--- src/rad_pkg.sv ---
// Shared types and codes for the restricted array deque.
`default_nettype none
package rad_pkg;

  typedef enum logic [1:0] {
    CMD_PUSH_FRONT = 2'd0,
    CMD_PUSH_REAR  = 2'd1,
    CMD_POP_FRONT  = 2'd2,
    CMD_POP_REAR   = 2'd3
  } cmd_e;

  typedef enum logic [1:0] {
    ST_OK     = 2'd0,
    ST_NOINS  = 2'd1,
    ST_EMPTY  = 2'd2,
    ST_DENIED = 2'd3
  } status_e;

  typedef enum logic {
    MODE_IN_RESTRICTED  = 1'b0,
    MODE_OUT_RESTRICTED = 1'b1
  } mode_e;

  typedef enum logic {
    B_IDLE = 1'b0,
    B_READ = 1'b1
  } back_state_e;

  // classified command handed from front to back
  typedef struct packed {
    cmd_e cmd;
    logic denied;
  } item_t;

endpackage
`default_nettype wire

--- src/rad_ram.sv ---
// Generic single-write, single-read RAM with registered read data.
`default_nettype none
module rad_ram #(
  parameter int WIDTH = 32,
  parameter int DEPTH = 8,
  localparam int AW = $clog2(DEPTH)
) (
  input  wire logic             clk,
  input  wire logic             we,
  input  wire logic [AW-1:0]    waddr,
  input  wire logic [WIDTH-1:0] wdata,
  input  wire logic [AW-1:0]    raddr,
  output logic      [WIDTH-1:0] rdata
);

  logic [WIDTH-1:0] mem [DEPTH];
  logic [WIDTH-1:0] rdata_r;

  always_ff @(posedge clk) begin
    if (we) begin
      mem[waddr] <= wdata;
    end
    rdata_r <= mem[raddr];
  end

  assign rdata = rdata_r;

endmodule
`default_nettype wire

--- src/rad_front.sv ---
// Front end: mode register, command classification and two-entry queue.
`default_nettype none
module rad_front #(
  parameter int DATA_WIDTH = 32
) (
  input  wire logic                  clk,
  input  wire logic                  rst_n,
  input  wire logic                  cfg_wr_en,
  input  wire logic                  cfg_wr_data,
  input  wire logic                  in_valid,
  output logic                       in_ready,
  input  wire logic [1:0]            in_command,
  input  wire logic signed [31:0]    in_value,
  output logic                       q_valid,
  input  wire logic                  q_ready,
  output rad_pkg::item_t             q_item,
  output logic [DATA_WIDTH-1:0]      q_value
);
  import rad_pkg::*;

  mode_e                 mode_r;
  item_t                 item_r  [2];
  logic [DATA_WIDTH-1:0] value_r [2];
  logic                  wr_ptr_r, rd_ptr_r;
  logic [1:0]            count_r, count_nxt;
  logic                  push, pop;
  item_t                 item_in;
  cmd_e                  cmd_in;

  assign cmd_in = cmd_e'(in_command);

  always_comb begin
    item_in.cmd    = cmd_in;
    item_in.denied = ((cmd_in == CMD_PUSH_FRONT) && (mode_r == MODE_IN_RESTRICTED)) ||
                     ((cmd_in == CMD_POP_REAR)   && (mode_r == MODE_OUT_RESTRICTED));
  end

  assign in_ready = (count_r != 2'd2);
  assign push     = in_valid && in_ready;
  assign q_valid  = (count_r != 2'd0);
  assign pop      = q_valid && q_ready;
  assign q_item   = item_r[rd_ptr_r];
  assign q_value  = value_r[rd_ptr_r];

  always_comb begin
    count_nxt = count_r;
    if (push && !pop) begin
      count_nxt = count_r + 2'd1;
    end else if (pop && !push) begin
      count_nxt = count_r - 2'd1;
    end
  end

  always_ff @(posedge clk) begin
    if (!rst_n) begin
      mode_r   <= MODE_IN_RESTRICTED;
      wr_ptr_r <= 1'b0;
      rd_ptr_r <= 1'b0;
      count_r  <= 2'd0;
    end else begin
      if (cfg_wr_en) begin
        mode_r <= mode_e'(cfg_wr_data);
      end
      if (push) begin
        wr_ptr_r <= ~wr_ptr_r;
      end
      if (pop) begin
        rd_ptr_r <= ~rd_ptr_r;
      end
      count_r <= count_nxt;
    end
  end

  always_ff @(posedge clk) begin
    if (push) begin
      item_r[wr_ptr_r]  <= item_in;
      value_r[wr_ptr_r] <= DATA_WIDTH'(in_value);
    end
  end

endmodule
`default_nettype wire

--- src/rad_back.sv ---
// Back end: executes classified commands on the slot RAM and index registers.
`default_nettype none
module rad_back #(
  parameter int CAPACITY   = 8,
  parameter int DATA_WIDTH = 32
) (
  input  wire logic                  clk,
  input  wire logic                  rst_n,
  input  wire logic                  q_valid,
  output logic                       q_ready,
  input  wire rad_pkg::item_t        q_item,
  input  wire logic [DATA_WIDTH-1:0] q_value,
  output logic                       out_valid,
  input  wire logic                  out_ready,
  output logic [1:0]                 out_status,
  output logic                       out_data_valid,
  output logic signed [31:0]         out_popped_data
);
  import rad_pkg::*;

  localparam int IW = $clog2(CAPACITY);
  localparam logic [IW-1:0] LAST = IW'(CAPACITY - 1);

  back_state_e    state_r, state_nxt;
  logic [IW-1:0]  front_r, front_nxt;
  logic [IW-1:0]  rear_r, rear_nxt;
  logic           empty_r, empty_nxt;
  logic           out_valid_r, out_valid_nxt;
  status_e        status_r, status_nxt;
  logic           dvalid_r, dvalid_nxt;
  logic [31:0]    popped_r, popped_nxt;

  logic                  take, pop_go;
  logic                  ram_we;
  logic [IW-1:0]         ram_waddr, ram_raddr;
  logic [DATA_WIDTH-1:0] ram_rdata;

  assign take = (state_r == B_IDLE) && q_valid && (!out_valid_r || out_ready);

  rad_ram #(
    .WIDTH (DATA_WIDTH),
    .DEPTH (CAPACITY)
  ) u_slots (
    .clk   (clk),
    .we    (ram_we),
    .waddr (ram_waddr),
    .wdata (q_value),
    .raddr (ram_raddr),
    .rdata (ram_rdata)
  );

  always_comb begin
    state_nxt = state_r;
    unique case (state_r)
      B_IDLE: begin
        if (pop_go) begin
          state_nxt = B_READ;
        end
      end
      B_READ: state_nxt = B_IDLE;
      default: state_nxt = B_IDLE;
    endcase
  end

  always_comb begin
    q_ready       = take;
    pop_go        = 1'b0;
    ram_we        = 1'b0;
    ram_waddr     = '0;
    ram_raddr     = front_r;
    front_nxt     = front_r;
    rear_nxt      = rear_r;
    empty_nxt     = empty_r;
    out_valid_nxt = out_valid_r && !out_ready;
    status_nxt    = status_r;
    dvalid_nxt    = dvalid_r;
    popped_nxt    = popped_r;
    unique case (state_r)
      B_IDLE: begin
        if (take) begin
          out_valid_nxt = 1'b1;
          status_nxt    = ST_OK;
          dvalid_nxt    = 1'b0;
          popped_nxt    = '0;
          if (q_item.denied) begin
            status_nxt = ST_DENIED;
          end else begin
            unique case (q_item.cmd)
              CMD_PUSH_FRONT: begin
                if (empty_r) begin
                  ram_we    = 1'b1;
                  front_nxt = '0;
                  rear_nxt  = '0;
                  empty_nxt = 1'b0;
                end else if (front_r == '0) begin
                  status_nxt = ST_NOINS;
                end else begin
                  ram_we    = 1'b1;
                  ram_waddr = front_r - 1'b1;
                  front_nxt = front_r - 1'b1;
                end
              end
              CMD_PUSH_REAR: begin
                if (empty_r) begin
                  ram_we    = 1'b1;
                  front_nxt = '0;
                  rear_nxt  = '0;
                  empty_nxt = 1'b0;
                end else if (rear_r == LAST) begin
                  status_nxt = ST_NOINS;
                end else begin
                  ram_we    = 1'b1;
                  ram_waddr = rear_r + 1'b1;
                  rear_nxt  = rear_r + 1'b1;
                end
              end
              CMD_POP_FRONT, CMD_POP_REAR: begin
                if (empty_r) begin
                  status_nxt = ST_EMPTY;
                end else begin
                  // result is loaded once the read data returns
                  out_valid_nxt = 1'b0;
                  pop_go        = 1'b1;
                  ram_raddr     = (q_item.cmd == CMD_POP_FRONT) ? front_r : rear_r;
                  if (front_r == rear_r) begin
                    front_nxt = '0;
                    rear_nxt  = '0;
                    empty_nxt = 1'b1;
                  end else if (q_item.cmd == CMD_POP_FRONT) begin
                    front_nxt = front_r + 1'b1;
                  end else begin
                    rear_nxt = rear_r - 1'b1;
                  end
                end
              end
              default: status_nxt = ST_OK;
            endcase
          end
        end
      end
      B_READ: begin
        out_valid_nxt = 1'b1;
        status_nxt    = ST_OK;
        dvalid_nxt    = 1'b1;
        popped_nxt    = 32'(ram_rdata);
      end
      default: out_valid_nxt = out_valid_r && !out_ready;
    endcase
  end

  always_ff @(posedge clk) begin
    if (!rst_n) begin
      state_r     <= B_IDLE;
      front_r     <= '0;
      rear_r      <= '0;
      empty_r     <= 1'b1;
      out_valid_r <= 1'b0;
    end else begin
      state_r     <= state_nxt;
      front_r     <= front_nxt;
      rear_r      <= rear_nxt;
      empty_r     <= empty_nxt;
      out_valid_r <= out_valid_nxt;
    end
  end

  always_ff @(posedge clk) begin
    status_r <= status_nxt;
    dvalid_r <= dvalid_nxt;
    popped_r <= popped_nxt;
  end

  assign out_valid       = out_valid_r;
  assign out_status      = status_r;
  assign out_data_valid  = dvalid_r;
  assign out_popped_data = popped_r;

endmodule
`default_nettype wire

--- src/restricted_array_deque_core.sv ---
// Top level of the restricted array deque.
// Input channel: in_valid/in_ready carry one command word (in_command, in_value).
// Result channel: out_valid/out_ready carry one result word per command
// (out_status, out_data_valid, out_popped_data), in command order.
// cfg_wr_en/cfg_wr_data write the restrict mode (0 no push front, 1 no pop
// rear); write only while the block is idle.
// A push, reject or failed pop passes through the queue and the output
// register; a successful pop also passes through the slot RAM's registered
// read (state B_READ) between the two. Throughput: one word per cycle for
// pushes, rejects and failed pops while out_ready is high; after a
// successful pop the back end takes no new command until B_READ is over.
// A two-entry queue sits between the classifying front end and the
// executing back end; the result sits in an output register.
// Reset empties the deque, clears both indices and sets the mode to 0.
// Slot contents are not cleared. When out_ready is low the result holds,
// the back end stops and the queue fills, then in_ready drops.
`default_nettype none
module restricted_array_deque_core #(
  parameter int CAPACITY   = 8,
  parameter int DATA_WIDTH = 32
) (
  input  wire logic               clk,
  input  wire logic               rst_n,
  input  wire logic               cfg_wr_en,
  input  wire logic               cfg_wr_data,
  input  wire logic               in_valid,
  output logic                    in_ready,
  input  wire logic [1:0]         in_command,
  input  wire logic signed [31:0] in_value,
  output logic                    out_valid,
  input  wire logic               out_ready,
  output logic [1:0]              out_status,
  output logic                    out_data_valid,
  output logic signed [31:0]      out_popped_data
);
  import rad_pkg::*;

  logic                  q_valid, q_ready;
  item_t                 q_item;
  logic [DATA_WIDTH-1:0] q_value;

  rad_front #(
    .DATA_WIDTH (DATA_WIDTH)
  ) u_front (
    .clk         (clk),
    .rst_n       (rst_n),
    .cfg_wr_en   (cfg_wr_en),
    .cfg_wr_data (cfg_wr_data),
    .in_valid    (in_valid),
    .in_ready    (in_ready),
    .in_command  (in_command),
    .in_value    (in_value),
    .q_valid     (q_valid),
    .q_ready     (q_ready),
    .q_item      (q_item),
    .q_value     (q_value)
  );

  rad_back #(
    .CAPACITY   (CAPACITY),
    .DATA_WIDTH (DATA_WIDTH)
  ) u_back (
    .clk             (clk),
    .rst_n           (rst_n),
    .q_valid         (q_valid),
    .q_ready         (q_ready),
    .q_item          (q_item),
    .q_value         (q_value),
    .out_valid       (out_valid),
    .out_ready       (out_ready),
    .out_status      (out_status),
    .out_data_valid  (out_data_valid),
    .out_popped_data (out_popped_data)
  );

endmodule
`default_nettype wire
--- config.mk ---
export PLATFORM = sky130hd
export DESIGN_NAME = restricted_array_deque_core
export DESIGN_NICKNAME = d
export VERILOG_FILES = /design/src/rad_pkg.sv /design/src/rad_ram.sv /design/src/rad_front.sv /design/src/rad_back.sv /design/src/restricted_array_deque_core.sv
export SDC_FILE = /design/constraint.sdc
export NUM_CORES = 1
export LEC_CHECK = 0
export BUFFER_PORTS_ARGS = -buffer_cell sky130_fd_sc_hd__buf_2
export CAP_MARGIN = 20
export CORE_ASPECT_RATIO = 2
export CORE_MARGIN = 2
export CORE_UTILIZATION = 58
export DETAILED_ROUTE_END_ITERATION = 6
export PLACE_DENSITY_LB_ADDON = 0.12
export SYNTH_ARGS = -nofsm -noshare
export SYNTH_HDL_FRONTEND = slang
export SYNTH_SLANG_ARGS = --single-unit
--- constraint.sdc ---
create_clock -name clk -period 6.6 [get_ports clk]
set_input_delay 0.66 -clock clk [delete_from_list [all_inputs] [get_ports clk]]
set_output_delay 0.66 -clock clk [all_outputs]
set_load 0.02 [all_outputs]
==> flow_metrics.tcl <==
set metrics [dict create \
    outcome "finished clean" \
    fp.coreArea_um2 28960 \
    hpwlAfterDp_um 22110 \
    vias_per_cell 6.304 \
    clk_path_buf_depth 3 \
    power_mw 6.903 \
    synthCells 1163 \
    cts_resized 0 \
    cap_violations 0 \
    hold_viol 0 \
    worstPathArrival_ps 4690 \
    grt_max_degree 66 \
    cp-end-kind "flop" \
    synth_flop_cell "edfxtp_1" \
    slew_headroom_pct 28.26 \
    path_buf_inv 2 \
    io-pin-count 77 \
    die_height_um 246.8 \
    antenna_found_initial 0 \
    grt.total_usage_pct 24.14 \
    postCtsHoldBufs 0 \
    syn_area_per_cell_um2 14.69 \
    path_class "reg2reg" \
    clkSinkCount 408 \
    period_share_pct 68.01 \
    wirelength_um 37210 \
    fillers 2103 \
    grt_pass1_vias 10194 \
    cts_tree "yes" \
    drtAntennaViolNets 0 \
    rows 88 \
    worst_pin_slew_ps 1075 \
    clk_pin_slew_ps 70 \
    hold_class "in2reg" \
    cpMostUsedCell "buf_4" \
    portBuffers 76 \
    route.detailed.drc 0 \
    synth_seq_cells 408 \
    rrSetupSlack_ps 2110 \
    worstSetupPathDepth 8 \
    crit_fanout 23 \
    crit_chain "buf_4, nor3_1, o21bai_1, nor2_1, a2bb2oi_1, o211ai_1, nor2_2, buf_4" \
    drt_iter0_markers 800 \
    netlist-cell-type-count 65 \
    skew_ps 27.62 \
    start_util_pct 59.01 \
    critPathTopFamily "compound AO/OA/AOI/OAI gates" \
    ys_seq_area_share_pct 68.94 \
    critPathLaunchType "flop" \
    whs_path_depth 1 \
    holdPathEnd "u_front.value_r[0][0]" \
    gr-total-overflow 0 \
    die_x_um 125.4 \
    p_per_area_nw_per_um2 362.3 \
    synth-edff-count 361 \
    min_period_ps 4489 \
    root_buffer "clkbuf_16" \
    wl_per_cell_um 23.14 \
    grt_pass1_wl_um 57160 \
    synth_area_leaders "edfxtp_1 (63%), dfxtp_1 (5.5%), mux2i_1 (3.4%), nand2_1 (3.4%), mux2_2 (2.2%)" \
    syn_area_um2 17090 \
    yosysTopAreaCell "edfxtp_1" \
    ff2ff_path_depth 8 \
    postCtsSetupRepairBufs 0 \
    drt_pass1_iterations 6 \
    rsz0062_at_grt "false" \
    clock_latency_ps 540 \
    fmax_mhz 222.8 \
    die-area_um2 30940 \
    dpl_cell_area_um2 17830 \
    fin_nets 1269 \
    setup_viol 0 \
    critPathMaxStageDelay_ps 920 \
    irDropWorstVdd_mv 0.3017 \
    synth_nets 1210 \
    timing.rr.end "u_back.u_slots.mem[0][12]" \
    drive_gt1_share_pct 20.43 \
    async_flop_share_pct 0 \
    stdcell_area_um2 19050 \
    numCtsBuffers 36 \
    post-synth-top-area-fraction_pct 63.44 \
    cp.required_ps 6800 \
    h-tree-depth 2 \
    cpMaxStageDelayCell "nor2_2" \
    syn_to_final_growth_pct 11.50 \
    leakage_nw 6.916 \
    diodes 0 \
    yosysWarnings 0 \
    fin_tns_setup_ps 0 \
    place_congestion 0.8500 \
    worstHoldStart "in_value[0]" \
    vias 10137 \
    slew_violations 0 \
]
-- layer usage --
metal  vias up  GRT usage (%)  wire length, um
met5         -              0                0
met4         0          10.75             1326
met3        90          3.094             1777
met2       361          43.94            20110
met1      5093          28.52            13990
li1       4593              -                -
-- cells by family (layout without fill, tap and decap cells) --
group,after synthesis,in the layout,share of synthesized area (%)
compound gates,195,195,10.76
xor+xnor,8,8,0.4100
fa+ha+maj,7,7,0.5125
buf+inv,95,180,2.504
flops,408,408,68.94
mux,92,92,5.638
simple gates,358,358,11.23
-- power breakdown --
group / internal [mW] / switching, mW / total, mW
logic: 0.442 / 0.872 / 1.31
registers: 3.31 / 0.131 / 3.44
clock network: 1.26 / 0.890 / 2.15
total: 5.01 / 1.89 / 6.90
-- area by class of cell --
class	count	area, um^2	area share [%]
flip-flops and latches	408	11780	61.84
clock inverters	16	203.9	1.070
inverters	12	45.04	0.2364
multi-input cells	660	4960	26.03
repair buffers	104	615.6	3.231
clock buffers	48	997.2	5.233
well taps	360	450.4	2.364
-- per-stage QoR --
step | hold slack (ps) | utilization (%) | setup slack, ps | std cells
after floorplan | 475.7 | - | 1099 | 1163
after global placement | 495.5 | 61.58 | 2295 | 1543
after detailed placement | 500.0 | 61.58 | 2165 | 1543
after CTS | 295.7 | 65.73 | 2125 | 1607
after global routing | 310.2 | 65.80 | 1813 | 1608
final | 314.3 | 65.80 | 2111 | 1608
-- how the worst max path moves through the flow --
stage | from | end | slack, ps
finish | flop | u_back.u_slots.mem[0][12] | 2110
floorplan | flop | u_back.u_slots.mem[3][0] | 1100
global route | flop | u_back.u_slots.mem[0][12] | 1810
detailed placement | flop | u_back.u_slots.rdata[25] | 2170
CTS | flop | u_back.u_slots.rdata[29] | 2120
global placement | flop | u_back.u_slots.rdata[7] | 2300
-- synth_stat cells, drive strengths merged, types with 8 or more instances --
library cell    n
inv            12
a211oi         16
a221oi         26
a22o           16
a22oi          23
o32ai          27
nor2           21
and4           25
o21a           26
buf            31
o21ai           8
a21oi          11
nor3b          39
or3            25
mux2i          58
mux2           34
dfxtp          47
edfxtp        361
nand2         154
a211o          17
nor3           37
and2           33
clkbuf         52
-- worst register-to-register path: cells and delay by family, from the launching register on --
| family | cells | cell delay, ps |
|---|---|---|
| AOI/OAI and AO/OA | 3 | 1300 |
| and+or+nand+nor | 3 | 1170 |
| buffers and inverters | 2 | 920 |
| DFF | 1 | 760 |
-- flip-flops by register name (all words and copies together) (netlist names), named ones only --
name / cells
u_back.out_popped_data: 32
u_back.u_slots.rdata: 32
u_back.state_r: 1
u_front.count_r: 2
u_back.rear_r: 3
u_front.value_r: 64
u_back.out_status: 2
u_front.mode_r: 1
u_back.empty_r: 1
u_back.u_slots.mem: 256
u_front.wr_ptr_r: 1
u_front.rd_ptr_r: 1
u_back.front_r: 3
u_front.item_r: 6
u_back.out_data_valid: 1
u_back.out_valid: 1
-- cell usage in the layout (no fill, tap or decap), types with 25 or more instances in the layout --
cell | Yosys | routed
nor3b_1 | 39 | 39
o21a_1 | 26 | 26
clkbuf_16 | 0 | 37
or3_1 | 25 | 25
nand2_1 | 154 | 153
mux2_2 | 34 | 34
dfxtp_1 | 47 | 46
edfxtp_1 | 361 | 361
buf_2 | 24 | 76
mux2i_1 | 58 | 57
buf_4 | 5 | 26
and2_1 | 33 | 33
nor3_1 | 36 | 32
and4_1 | 25 | 25
Note: power is estimated with default switching activity, not from simulation.
